`src/polynomial_term_table_evaluator_top_defines.svh`:
```
// Assertion macros for the polynomial term table evaluator.
`ifndef POLYNOMIAL_TERM_TABLE_EVALUATOR_TOP_DEFINES_SVH
`define POLYNOMIAL_TERM_TABLE_EVALUATOR_TOP_DEFINES_SVH

// Antecedent and consequent in the same cycle.
`define PTE_ASSERT_SAME(lbl, ante, cons, msg) \
  lbl: assert property (@(posedge clk) disable iff (rst) (ante) |-> (cons)) \
    else $error(msg);

// Consequent in the cycle after the antecedent.
`define PTE_ASSERT_NEXT(lbl, ante, cons, msg) \
  lbl: assert property (@(posedge clk) disable iff (rst) (ante) |=> (cons)) \
    else $error(msg);

`endif

```
`src/pte_pkg.sv`:
```
// Types, codes and saturation helpers for the polynomial term table evaluator.
`default_nettype none

package pte_pkg;

  typedef enum logic [1:0] {
    OP_ADD   = 2'd0,
    OP_SUB   = 2'd1,
    OP_EVAL  = 2'd2,
    OP_CLEAR = 2'd3
  } op_t;

  typedef enum logic [2:0] {
    S_IDLE,
    S_UPD,
    S_PMUL,
    S_TMUL,
    S_ACC,
    S_DONE
  } state_t;

  typedef struct packed {
    op_t                operation;
    logic        [3:0]  term_exponent;
    logic signed [31:0] term_coefficient;
    logic signed [31:0] x_value;
  } in_item_t;

  typedef struct packed {
    logic signed [31:0] result_value;
    logic               saturated;
  } out_item_t;

  typedef struct packed {
    logic signed [31:0] value;
    logic               over;
  } sat_t;

  localparam logic signed [31:0] Q_ONE   = 32'sh0001_0000;
  localparam logic signed [31:0] S32_MAX = 32'sh7FFF_FFFF;
  localparam logic signed [31:0] S32_MIN = 32'sh8000_0000;

  // Q16.16 product: floor shift by 16, then clamp to 32 bits.
  function automatic sat_t sat_prod(input logic signed [63:0] prod);
    logic signed [63:0] sh;
    sat_t               r;
    sh = prod >>> 16;
    if (sh > 64'sd2147483647) begin
      r.value = S32_MAX;
      r.over  = 1'b1;
    end else if (sh < -64'sd2147483648) begin
      r.value = S32_MIN;
      r.over  = 1'b1;
    end else begin
      r.value = sh[31:0];
      r.over  = 1'b0;
    end
    return r;
  endfunction

  // Clamp a 33-bit sum or difference to 32 bits.
  function automatic sat_t sat_wide(input logic signed [32:0] s);
    sat_t r;
    if (s[32] != s[31]) begin
      r.value = s[32] ? S32_MIN : S32_MAX;
      r.over  = 1'b1;
    end else begin
      r.value = s[31:0];
      r.over  = 1'b0;
    end
    return r;
  endfunction

endpackage

`default_nettype wire

```
`src/polynomial_term_table_evaluator_top.sv`:
```
// Top level of the polynomial term table evaluator with its sequencer and coefficient memory.
//
// Usage: items arrive on the in_valid/in_ready channel as pte_pkg::in_item_t and each
// produces exactly one result on the out_valid/out_ready channel as pte_pkg::out_item_t.
// A transfer happens on a rising edge with valid and ready both high. One item is
// worked on at a time; in_ready is high only while the sequencer waits for work.
// Clear goes from the input transfer to S_DONE; add or subtract passes through S_UPD,
// and evaluate steps S_PMUL and S_TMUL for each slot, then S_ACC. Evaluate relies on the
// single shared 32x32 multiplier, which forms the next power in S_PMUL and the term
// product in S_TMUL for each slot, with the coefficient memory read in S_PMUL ahead of use.
// An item occupies the block until its result is loaded into the output register.
// Results sit in an output register, so a stalled receiver does not stop the next
// item from being taken; a finished result then waits until the register is free.
// Reset (rst, synchronous) empties the pipeline, drops any pending result and marks
// every coefficient slot as zero through per-slot valid bits; clear does the same
// to the valid bits when it is taken. Exponents above MAX_DEGREE leave the table as it
// is and return zero.
`default_nettype none
`include "polynomial_term_table_evaluator_top_defines.svh"

module polynomial_term_table_evaluator_top #(
  parameter int MAX_DEGREE = 15
) (
  input  wire logic              clk,
  input  wire logic              rst,
  input  wire logic              in_valid,
  output logic                   in_ready,
  input  wire pte_pkg::in_item_t in_data,
  output logic                   out_valid,
  input  wire logic              out_ready,
  output pte_pkg::out_item_t     out_data
);

  localparam int SLOTS = MAX_DEGREE + 1;
  localparam int IDX_W = (SLOTS > 1) ? $clog2(SLOTS) : 1;
  localparam logic [IDX_W-1:0] LAST_SLOT = IDX_W'(MAX_DEGREE);

  pte_pkg::state_t    state, state_next;
  pte_pkg::in_item_t  item, item_next;
  logic [IDX_W-1:0]   slot, slot_next;
  logic signed [31:0] p, p_next;
  logic               p_sat, p_sat_next;
  logic signed [31:0] acc, acc_next;
  logic               flag, flag_next;
  logic               term_nz, term_nz_next;
  logic signed [31:0] res_value, res_value_next;
  logic               res_sat, res_sat_next;
  logic               out_valid_next;
  pte_pkg::out_item_t out_data_next;
  logic [SLOTS-1:0]   slot_valid, slot_valid_next;

  logic signed [31:0] mem [SLOTS];
  logic [IDX_W-1:0]   rd_addr;
  logic signed [31:0] rd_data;
  logic               rd_valid;
  logic               wr_en;
  logic [IDX_W-1:0]   wr_addr;
  logic signed [31:0] wr_data;

  logic signed [31:0] mul_a, mul_b;
  logic signed [63:0] mul_res;
  logic signed [63:0] prod;

  logic signed [31:0] coef_cur;
  logic               coef_nz;
  pte_pkg::sat_t      term_sat, acc_sum, pow_sat, upd_sat;
  logic signed [31:0] acc_upd;
  logic               flag_upd;
  logic               exp_ok;
  logic signed [32:0] upd_wide;

  assign coef_cur = rd_valid ? rd_data : 32'sd0;
  assign coef_nz  = (coef_cur != 32'sd0);
  assign mul_a    = (state == pte_pkg::S_TMUL) ? coef_cur : p;
  assign mul_b    = (state == pte_pkg::S_TMUL) ? p : item.x_value;
  assign mul_res  = mul_a * mul_b;

  assign term_sat = pte_pkg::sat_prod(prod);
  assign pow_sat  = pte_pkg::sat_prod(prod);
  assign acc_sum  = pte_pkg::sat_wide({acc[31], acc} + {term_sat.value[31], term_sat.value});
  assign acc_upd  = term_nz ? acc_sum.value : acc;
  assign flag_upd = flag | (term_nz & (term_sat.over | acc_sum.over));

  assign exp_ok   = (32'(item.term_exponent) < SLOTS);
  assign upd_wide = (item.operation == pte_pkg::OP_ADD)
                    ? ({coef_cur[31], coef_cur} + {item.term_coefficient[31],
                                                   item.term_coefficient})
                    : ({coef_cur[31], coef_cur} - {item.term_coefficient[31],
                                                   item.term_coefficient});
  assign upd_sat  = pte_pkg::sat_wide(upd_wide);

  always_comb begin
    state_next      = state;
    item_next       = item;
    slot_next       = slot;
    p_next          = p;
    p_sat_next      = p_sat;
    acc_next        = acc;
    flag_next       = flag;
    term_nz_next    = term_nz;
    res_value_next  = res_value;
    res_sat_next    = res_sat;
    slot_valid_next = slot_valid;
    out_valid_next  = out_valid & ~out_ready;
    out_data_next   = out_data;
    in_ready        = 1'b0;
    rd_addr         = IDX_W'(in_data.term_exponent);
    wr_en           = 1'b0;
    wr_addr         = IDX_W'(item.term_exponent);
    wr_data         = upd_sat.value;

    unique case (state)
      pte_pkg::S_IDLE: begin
        in_ready = 1'b1;
        if (in_valid) begin
          item_next = in_data;
          unique case (in_data.operation)
            pte_pkg::OP_ADD, pte_pkg::OP_SUB: begin
              state_next = pte_pkg::S_UPD;
            end
            pte_pkg::OP_EVAL: begin
              p_next       = pte_pkg::Q_ONE;
              p_sat_next   = 1'b0;
              acc_next     = 32'sd0;
              flag_next    = 1'b0;
              term_nz_next = 1'b0;
              slot_next    = '0;
              state_next   = pte_pkg::S_PMUL;
            end
            pte_pkg::OP_CLEAR: begin
              slot_valid_next = '0;
              res_value_next  = 32'sd0;
              res_sat_next    = 1'b0;
              state_next      = pte_pkg::S_DONE;
            end
          endcase
        end
      end
      pte_pkg::S_UPD: begin
        if (exp_ok) begin
          wr_en                    = 1'b1;
          slot_valid_next[wr_addr] = 1'b1;
          res_value_next           = upd_sat.value;
          res_sat_next             = upd_sat.over;
        end else begin
          res_value_next = 32'sd0;
          res_sat_next   = 1'b0;
        end
        state_next = pte_pkg::S_DONE;
      end
      pte_pkg::S_PMUL: begin
        rd_addr    = slot;
        acc_next   = acc_upd;
        flag_next  = flag_upd;
        state_next = pte_pkg::S_TMUL;
      end
      pte_pkg::S_TMUL: begin
        p_next       = pow_sat.value;
        p_sat_next   = p_sat | pow_sat.over;
        term_nz_next = coef_nz;
        flag_next    = flag | (coef_nz & p_sat);
        if (slot == LAST_SLOT) begin
          state_next = pte_pkg::S_ACC;
        end else begin
          slot_next  = slot + 1'b1;
          state_next = pte_pkg::S_PMUL;
        end
      end
      pte_pkg::S_ACC: begin
        res_value_next = acc_upd;
        res_sat_next   = flag_upd;
        state_next     = pte_pkg::S_DONE;
      end
      pte_pkg::S_DONE: begin
        if (!out_valid || out_ready) begin
          out_valid_next             = 1'b1;
          out_data_next.result_value = res_value;
          out_data_next.saturated    = res_sat;
          state_next                 = pte_pkg::S_IDLE;
        end
      end
      default: begin
        state_next = pte_pkg::S_IDLE;
      end
    endcase
  end

  always_ff @(posedge clk) begin
    if (rst) begin
      state      <= pte_pkg::S_IDLE;
      out_valid  <= 1'b0;
      slot_valid <= '0;
    end else begin
      state      <= state_next;
      out_valid  <= out_valid_next;
      slot_valid <= slot_valid_next;
    end
  end

  always_ff @(posedge clk) begin
    item      <= item_next;
    slot      <= slot_next;
    p         <= p_next;
    p_sat     <= p_sat_next;
    acc       <= acc_next;
    flag      <= flag_next;
    term_nz   <= term_nz_next;
    res_value <= res_value_next;
    res_sat   <= res_sat_next;
    out_data  <= out_data_next;
    prod      <= mul_res;
  end

  always_ff @(posedge clk) begin
    if (wr_en) begin
      mem[wr_addr] <= wr_data;
    end
    rd_data  <= mem[rd_addr];
    rd_valid <= slot_valid[rd_addr];
  end

  `PTE_ASSERT_NEXT(a_one_item, in_valid && in_ready, !in_ready, "input taken while busy")
  `PTE_ASSERT_NEXT(a_done_loads, (state == pte_pkg::S_DONE) && (!out_valid || out_ready),
                   out_valid, "finished result not presented")
  `PTE_ASSERT_NEXT(a_clear_empties,
                   in_valid && in_ready && (in_data.operation == pte_pkg::OP_CLEAR),
                   slot_valid == '0, "clear left slots marked valid")

endmodule

`default_nettype wire

```
`config.mk`:
```
export PLATFORM = sky130hd
export DESIGN_NAME = polynomial_term_table_evaluator_top
export DESIGN_NICKNAME = d
export VERILOG_FILES = /design/src/pte_pkg.sv /design/src/polynomial_term_table_evaluator_top.sv
export VERILOG_INCLUDE_DIRS = /design/src /design/src/src
export SDC_FILE = /design/constraint.sdc
export NUM_CORES = 2
export LEC_CHECK = 0
export ABC_AREA = 1
export ABC_CLOCK_PERIOD_IN_PS = 23900
export BUFFER_PORTS_ARGS = -buffer_cell sky130_fd_sc_hd__buf_2
export CELL_PAD_IN_SITES_DETAIL_PLACEMENT = 1
export CELL_PAD_IN_SITES_GLOBAL_PLACEMENT = 2
export CORE_MARGIN = 2
export CORE_UTILIZATION = 35
export DETAILED_ROUTE_END_ITERATION = 8
export PLACE_DENSITY_LB_ADDON = 0.1
export SLEW_MARGIN = 0
export SYNTH_ARGS = -nofsm -noshare
export SYNTH_HDL_FRONTEND = slang
export SYNTH_SLANG_ARGS = --single-unit
```
`constraint.sdc`:
```
create_clock -name clk -period 23.9 [get_ports clk]
set_input_delay 0 -clock clk [delete_from_list [all_inputs] [get_ports clk]]
set_output_delay 0 -clock clk [all_outputs]
set_load 0.005 [all_outputs]
```
* Yosys cells after proc, flatten, opt, wreduce, memory -nomap -nowiden *
Memory sizes are Yosys's and may differ from the RTL's. A register that Yosys moved wholly into a read port is not among the register bits.
Index checks and enable logic that the tools add are counted.

word-level totals
  bits in registers = 292
  memory bits (writable) = 512
  input bits = 74
  output and inout port bits = 35
  word-level logic and storage cells = 129
  memories = 1

memory list
  memory  depth  bits a word  read ports  clocked after memory_dff  write ports  RTL line                                   source
  mem     16     32           1           1                         1            polynomial_term_table_evaluator_top.sv:52  logic signed [31:0] mem [SLOTS];

cells by class
  add/subtract/negate cells = 4
  multipliers = 1
  $lt $le $gt $ge = 5
  eq/ne operators = 16
  muxes and demuxes = 51
  bitwise operators = 9
  reductions and logical operators = 23

operators by type and width
  cell                                                  number
  2-to-1 mux 32 bit                                     12
  2-to-1 mux 33 bit                                     5
  case mux 32 bit (2 select lines)                      2
  case mux 32 bit (3 select lines)                      1
  adder 32 x 32 -> 33 bit                               2
  multiplier 32 x 32 -> 64 bit                          1
  > comparator 48 x 32 -> 1 bit, second input constant  1
  < comparator 48 x 32 -> 1 bit, second input constant  1
  subtractor 32 x 32 -> 33 bit                          1
  2-to-1 mux 16 bit                                     2
  case mux 16 bit (2 select lines)                      1
  nonzero test 32 bit                                   1
  2-to-1 mux 4 bit                                      4
  bitwise OR 16 bit                                     1
  case mux 3 bit (5 select lines)                       1
  AND reduction 3 bit                                   5
  2-to-1 mux 1 bit                                      12
  < comparator 4 x 5 -> 1 bit, second input constant    2
  2-to-1 mux 3 bit                                      3
  case mux 3 bit (3 select lines)                       1
  case mux 4 bit (2 select lines)                       1
  equality test 3 x 2 -> 1 bit, second input constant   2
  equality test 3 bit, second input constant            2
  inequality test 2 bit, second input constant          3
  other kinds (25)                                      42

* Longest topological paths before layout *
  depth after elaboration = 10
  depth in mapped cells = 38

* Least setup slack after synthesis *
OpenSTA, ideal clock, no wires.

  kind = reg-to-reg
  start = reg state[2]
  end = reg prod[62]
  setup time = 0.119 ns
  data arrival time = 7.815 ns
  data required time = 23.781 ns
  slack = 15.966 ns
  stages on the path, launching flop included = 31
  clock period less this slack = 7.934 ns
  path through = dfxtp_1 > inv_1 > nand3_2 > buf_2 > buf_2 > nand2_1 > o21ai_2 > inv_1 > buf_2 > nor2_1 > fa_1 > fa_1 > fa_1 > fa_1 > inv_1 > fa_1 > inv_1 > fa_1 > inv_1 > fa_1 > inv_1 > fa_1 > ha_1 > a21oi_1 > o21a_1 > inv_1 > a21oi_1 > nor2_1 > a211oi_1 > nand2_1 > xor2_1

between the ends
  word-level cells in the longest chain between the ends = 3

RTL lines
  element                               RTL line                                                                              source
  start: declaration                    polynomial_term_table_evaluator_top.sv:38                                             pte_pkg::state_t state, state_next;
  start signal: assignment              polynomial_term_table_evaluator_top.sv:190                                            state <= pte_pkg::S_IDLE;
  start signal: assignment              polynomial_term_table_evaluator_top.sv:194                                            state <= state_next;
  equality test 3 x 2 -> 1 bit *        polynomial_term_table_evaluator_top.sv:74, polynomial_term_table_evaluator_top.sv:75
  2-to-1 mux 32 bit (on tied branches)  polynomial_term_table_evaluator_top.sv:74, polynomial_term_table_evaluator_top.sv:75
  multiplier 32 x 32 -> 64 bit *        polynomial_term_table_evaluator_top.sv:76                                             assign mul_res = mul_a * mul_b;
  net mul_res[62]                       polynomial_term_table_evaluator_top.sv:61                                             logic signed [63:0] mul_res;
  end signal: assignment                polynomial_term_table_evaluator_top.sv:211                                            prod <= mul_res;
  end: declaration                      polynomial_term_table_evaluator_top.sv:62                                             logic signed [63:0] prod;

The timed path passes the listed nets; every way through them passes the cells marked *.
A chain may end at the register's enable or synchronous reset.

* Worst setup path after layout *
  start = reg rd_valid
  end = reg prod[55]

between the ends
  word-level cells in the longest chain between the ends = 3

RTL lines
  element                       RTL line                                    source
  start: declaration            polynomial_term_table_evaluator_top.sv:55   logic rd_valid;
  start signal: assignment      polynomial_term_table_evaluator_top.sv:219  rd_valid <= slot_valid[rd_addr];
  2-to-1 mux 32 bit             polynomial_term_table_evaluator_top.sv:72   assign coef_cur = rd_valid ? rd_data : 32'sd0;
  2-to-1 mux 32 bit             polynomial_term_table_evaluator_top.sv:74   assign mul_a = (state == pte_pkg::S_TMUL) ? coef_cur : p;
  multiplier 32 x 32 -> 64 bit  polynomial_term_table_evaluator_top.sv:76
  net mul_res[55]               polynomial_term_table_evaluator_top.sv:61

The timed path passes the listed nets, and every way through them passes these cells.

==> flow_metrics.tcl <==
set metrics [dict create \
    hold_viol_final 0 \
    rsz0062_at_grt "false" \
    insertion_delay_ns 0.78 \
    overflow 0 \
    fin_crit_ns 10.38 \
    cp_max_fo 32 \
    multiInputGateArea_mm2 0.0426 \
    clkSlewWorstSetupHoldPaths_ns 0.06 \
    cts.sinks 820 \
    cts.repair.resized 0 \
    ant_nets 0 \
    synth_nets 9090 \
    ff_latch_area_mm2 0.0236 \
    slew_headroom_pct 14.6 \
    syn_to_final_growth_pct 12.1 \
    synth_seq_cells 820 \
    vias 55530 \
    fin_crit_sh_pct 43.4 \
    setup_violations 0 \
    fin_cells 10620 \
    drcViolationCount 0 \
    critPathKind "flop to flop" \
    grt_max_degree 201 \
    cts_root_buf "clkbuf_16" \
    mostFrequentLayoutCells "nand2_1 (1393), inv_1 (1334), nor2_1 (1100), fa_1 (1083), edfxtp_1 (719)" \
    tightest_slew_ns 1.28 \
    hold_class "input port to flop" \
    yosysWarnings 0 \
    grt_pass1_vias 59077 \
    cp-start-kind "flop" \
    core_mm2 0.205 \
    drive_above_1_share_pct 6.91 \
    avgSynthCellArea_um2 9.41 \
    grt_usage_pct 27.9 \
    place_inst 10305 \
    cts_buffers 96 \
    ctsLongestPathBuffers 3 \
    fmax_mhz 96.3 \
    grt_pass1_wl_um 423000 \
    avgViaCountPerCell 5.23 \
    synth_area_mm2 0.0723 \
    row_count 166 \
    grt_antenna_before_repair 11 \
    synth.distinct_cells 47 \
    wl_per_cell_um 27.5 \
    arrival_ns 10.97 \
    gp_congestion 0.934 \
    worstPathRequired_ns 24.48 \
    wl_um 292000 \
    io_pins 109 \
    final_common_cell "nand2_1" \
    post_cts_buffers 0 \
    dr.pass1.iters 6 \
    max_cap_violations 0 \
    dieArea_mm2 0.210 \
    dp_hpwl_um 220000 \
    synthCells 7685 \
    cts_tree "done" \
    status "completed" \
    report.final.slew_viol_count 0 \
    die-width_um 458 \
    cp-end-kind "flop" \
    synth_seq_area_share_pct 32.7 \
    drt-initial-drc-count 4467 \
    numPortBuffers 108 \
    fill_cells 23233 \
    tns_ns 0 \
    clock_skew_ns 0.110 \
    fin_util_pct 39.5 \
    nNetsFinal 9254 \
    synth_edf_count 719 \
    async_flop_share_pct 0 \
    ctsHoldBuffers 134 \
    synth-main-ff-cell "edfxtp_1" \
    initial_core_util_pct 35.3 \
    dieHeight_um 458 \
    cts.htree.levels 3 \
]
-- metrics by stage --
stage	hold slack [ns]	worst slack, ns	cell area [um^2]
4_1_cts	0.00268	13.56	81000
6_report	0.0265	13.52	81000
2_1_floorplan	0.0691	15.97	72300
3_3_place_gp	0.177	13.72	76300
3_5_place_dp	0.178	13.60	76300
5_1_grt	0.0120	12.93	81000
-- cell families after synthesis --
logic type      Yosys count  share of synthesized area (%)
simple gates           2827                           15.4
compound gates          929                           7.52
fa+ha+maj              1331                           34.3
buf+inv                1675                           8.83
xor+xnor                103                           1.25
flops                   820                           32.7
-- routing by layer --
| metal | wire length, um | part of all wire (%) | track usage, % |
|---|---|---|---|
| met1 | 137000 | 47 | 41.3 |
| met5 | 0 | 0 | 0 |
| met3 | 17300 | 5.9 | 4.65 |
| met2 | 131000 | 45 | 43.2 |
| met4 | 6170 | 2.1 | 5.21 |
-- path summary, 6_finish.rpt --
path / end / depth (start not counted) / slack [ns] / from
max: prod[55] / 27 / 13.52 / rd_valid
min: item[52] / 2 / 0.03 / in_data[52]
max reg2reg: prod[55] / 27 / 13.52 / rd_valid
min reg2reg: out_data[11] / 0 / 0.41 / res_value[10]
-- sequential cells by signal, summed over array words and instances, names as in the netlist --
name        flops
slot            4
wr_addr         4
prod           48
res_sat         1
acc            32
rd_data        32
rd_valid        1
res_value      32
p_sat           1
out_data       33
slot_valid     16
term_nz         1
state           3
mem           512
flag            1
p              32
item           66
out_valid       1
-- synthesized netlist by cell type, types with 8 or more instances --
master | n | area [um^2]
nor2_1 | 1119 | 4200
nand3b_1 | 9 | 67.6
a21o_1 | 14 | 105
nand2_1 | 1395 | 5240
o221ai_1 | 92 | 806
xor2_1 | 78 | 683
ha_1 | 248 | 3100
inv_1 | 1338 | 5020
o21bai_1 | 12 | 90.1
o21ai_0 | 408 | 2040
or2_2 | 49 | 307
o21ai_1 | 29 | 145
xnor2_1 | 25 | 219
buf_1 | 11 | 41.3
a21boi_0 | 9 | 67.6
clkinv_1 | 13 | 48.8
o211ai_1 | 45 | 338
dfxtp_1 | 101 | 2020
nor3_1 | 33 | 165
inv_2 | 10 | 37.5
o21ba_2 | 8 | 80.1
nand3_1 | 165 | 826
edfxtp_1 | 719 | 21600
o21ai_2 | 21 | 184
a21oi_1 | 226 | 1130
nand4_1 | 30 | 188
o22ai_1 | 38 | 238
a31oi_1 | 9 | 56.3
nor4_1 | 15 | 93.8
fa_1 | 1083 | 21700
clkbuf_1 | 230 | 863
buf_2 | 70 | 350
-- worst max-delay path, stage by stage (launching register included) --
cell and delay (ns):
dfxtp_1 0.31, buf_4 0.40, nand2_1 0.60, o21ai_2 0.68
inv_1 0.63, nor2_1 0.49, inv_1 0.12, fa_1 0.63
fa_1 0.45, fa_1 0.58, inv_1 0.07, fa_1 0.92
inv_1 0.41, fa_1 0.59, inv_1 0.06, fa_1 0.53
inv_1 0.05, fa_1 0.48, inv_1 0.05, fa_1 0.45
ha_1 0.36, a21oi_1 0.28, o21ai_0 0.21, a21oi_1 0.26
o21ai_0 0.13, a21oi_1 0.13, nand2_1 0.15, xor2_1 0.17
-- area by class of cell --
type                    instances  share of cell area [%]
diodes                          3                 0.00927
well taps                    2688                    4.15
repair buffers                380                    3.66
clock buffers                 111                    3.07
inverters                    1361                    6.31
flip-flops and latches        820                    29.1
clock inverters                67                    1.03
multi-input cells            5190                    52.6
Power is not shown: default switching activity piles up to over one toggle a cycle in this logic, so the estimate is an artifact.
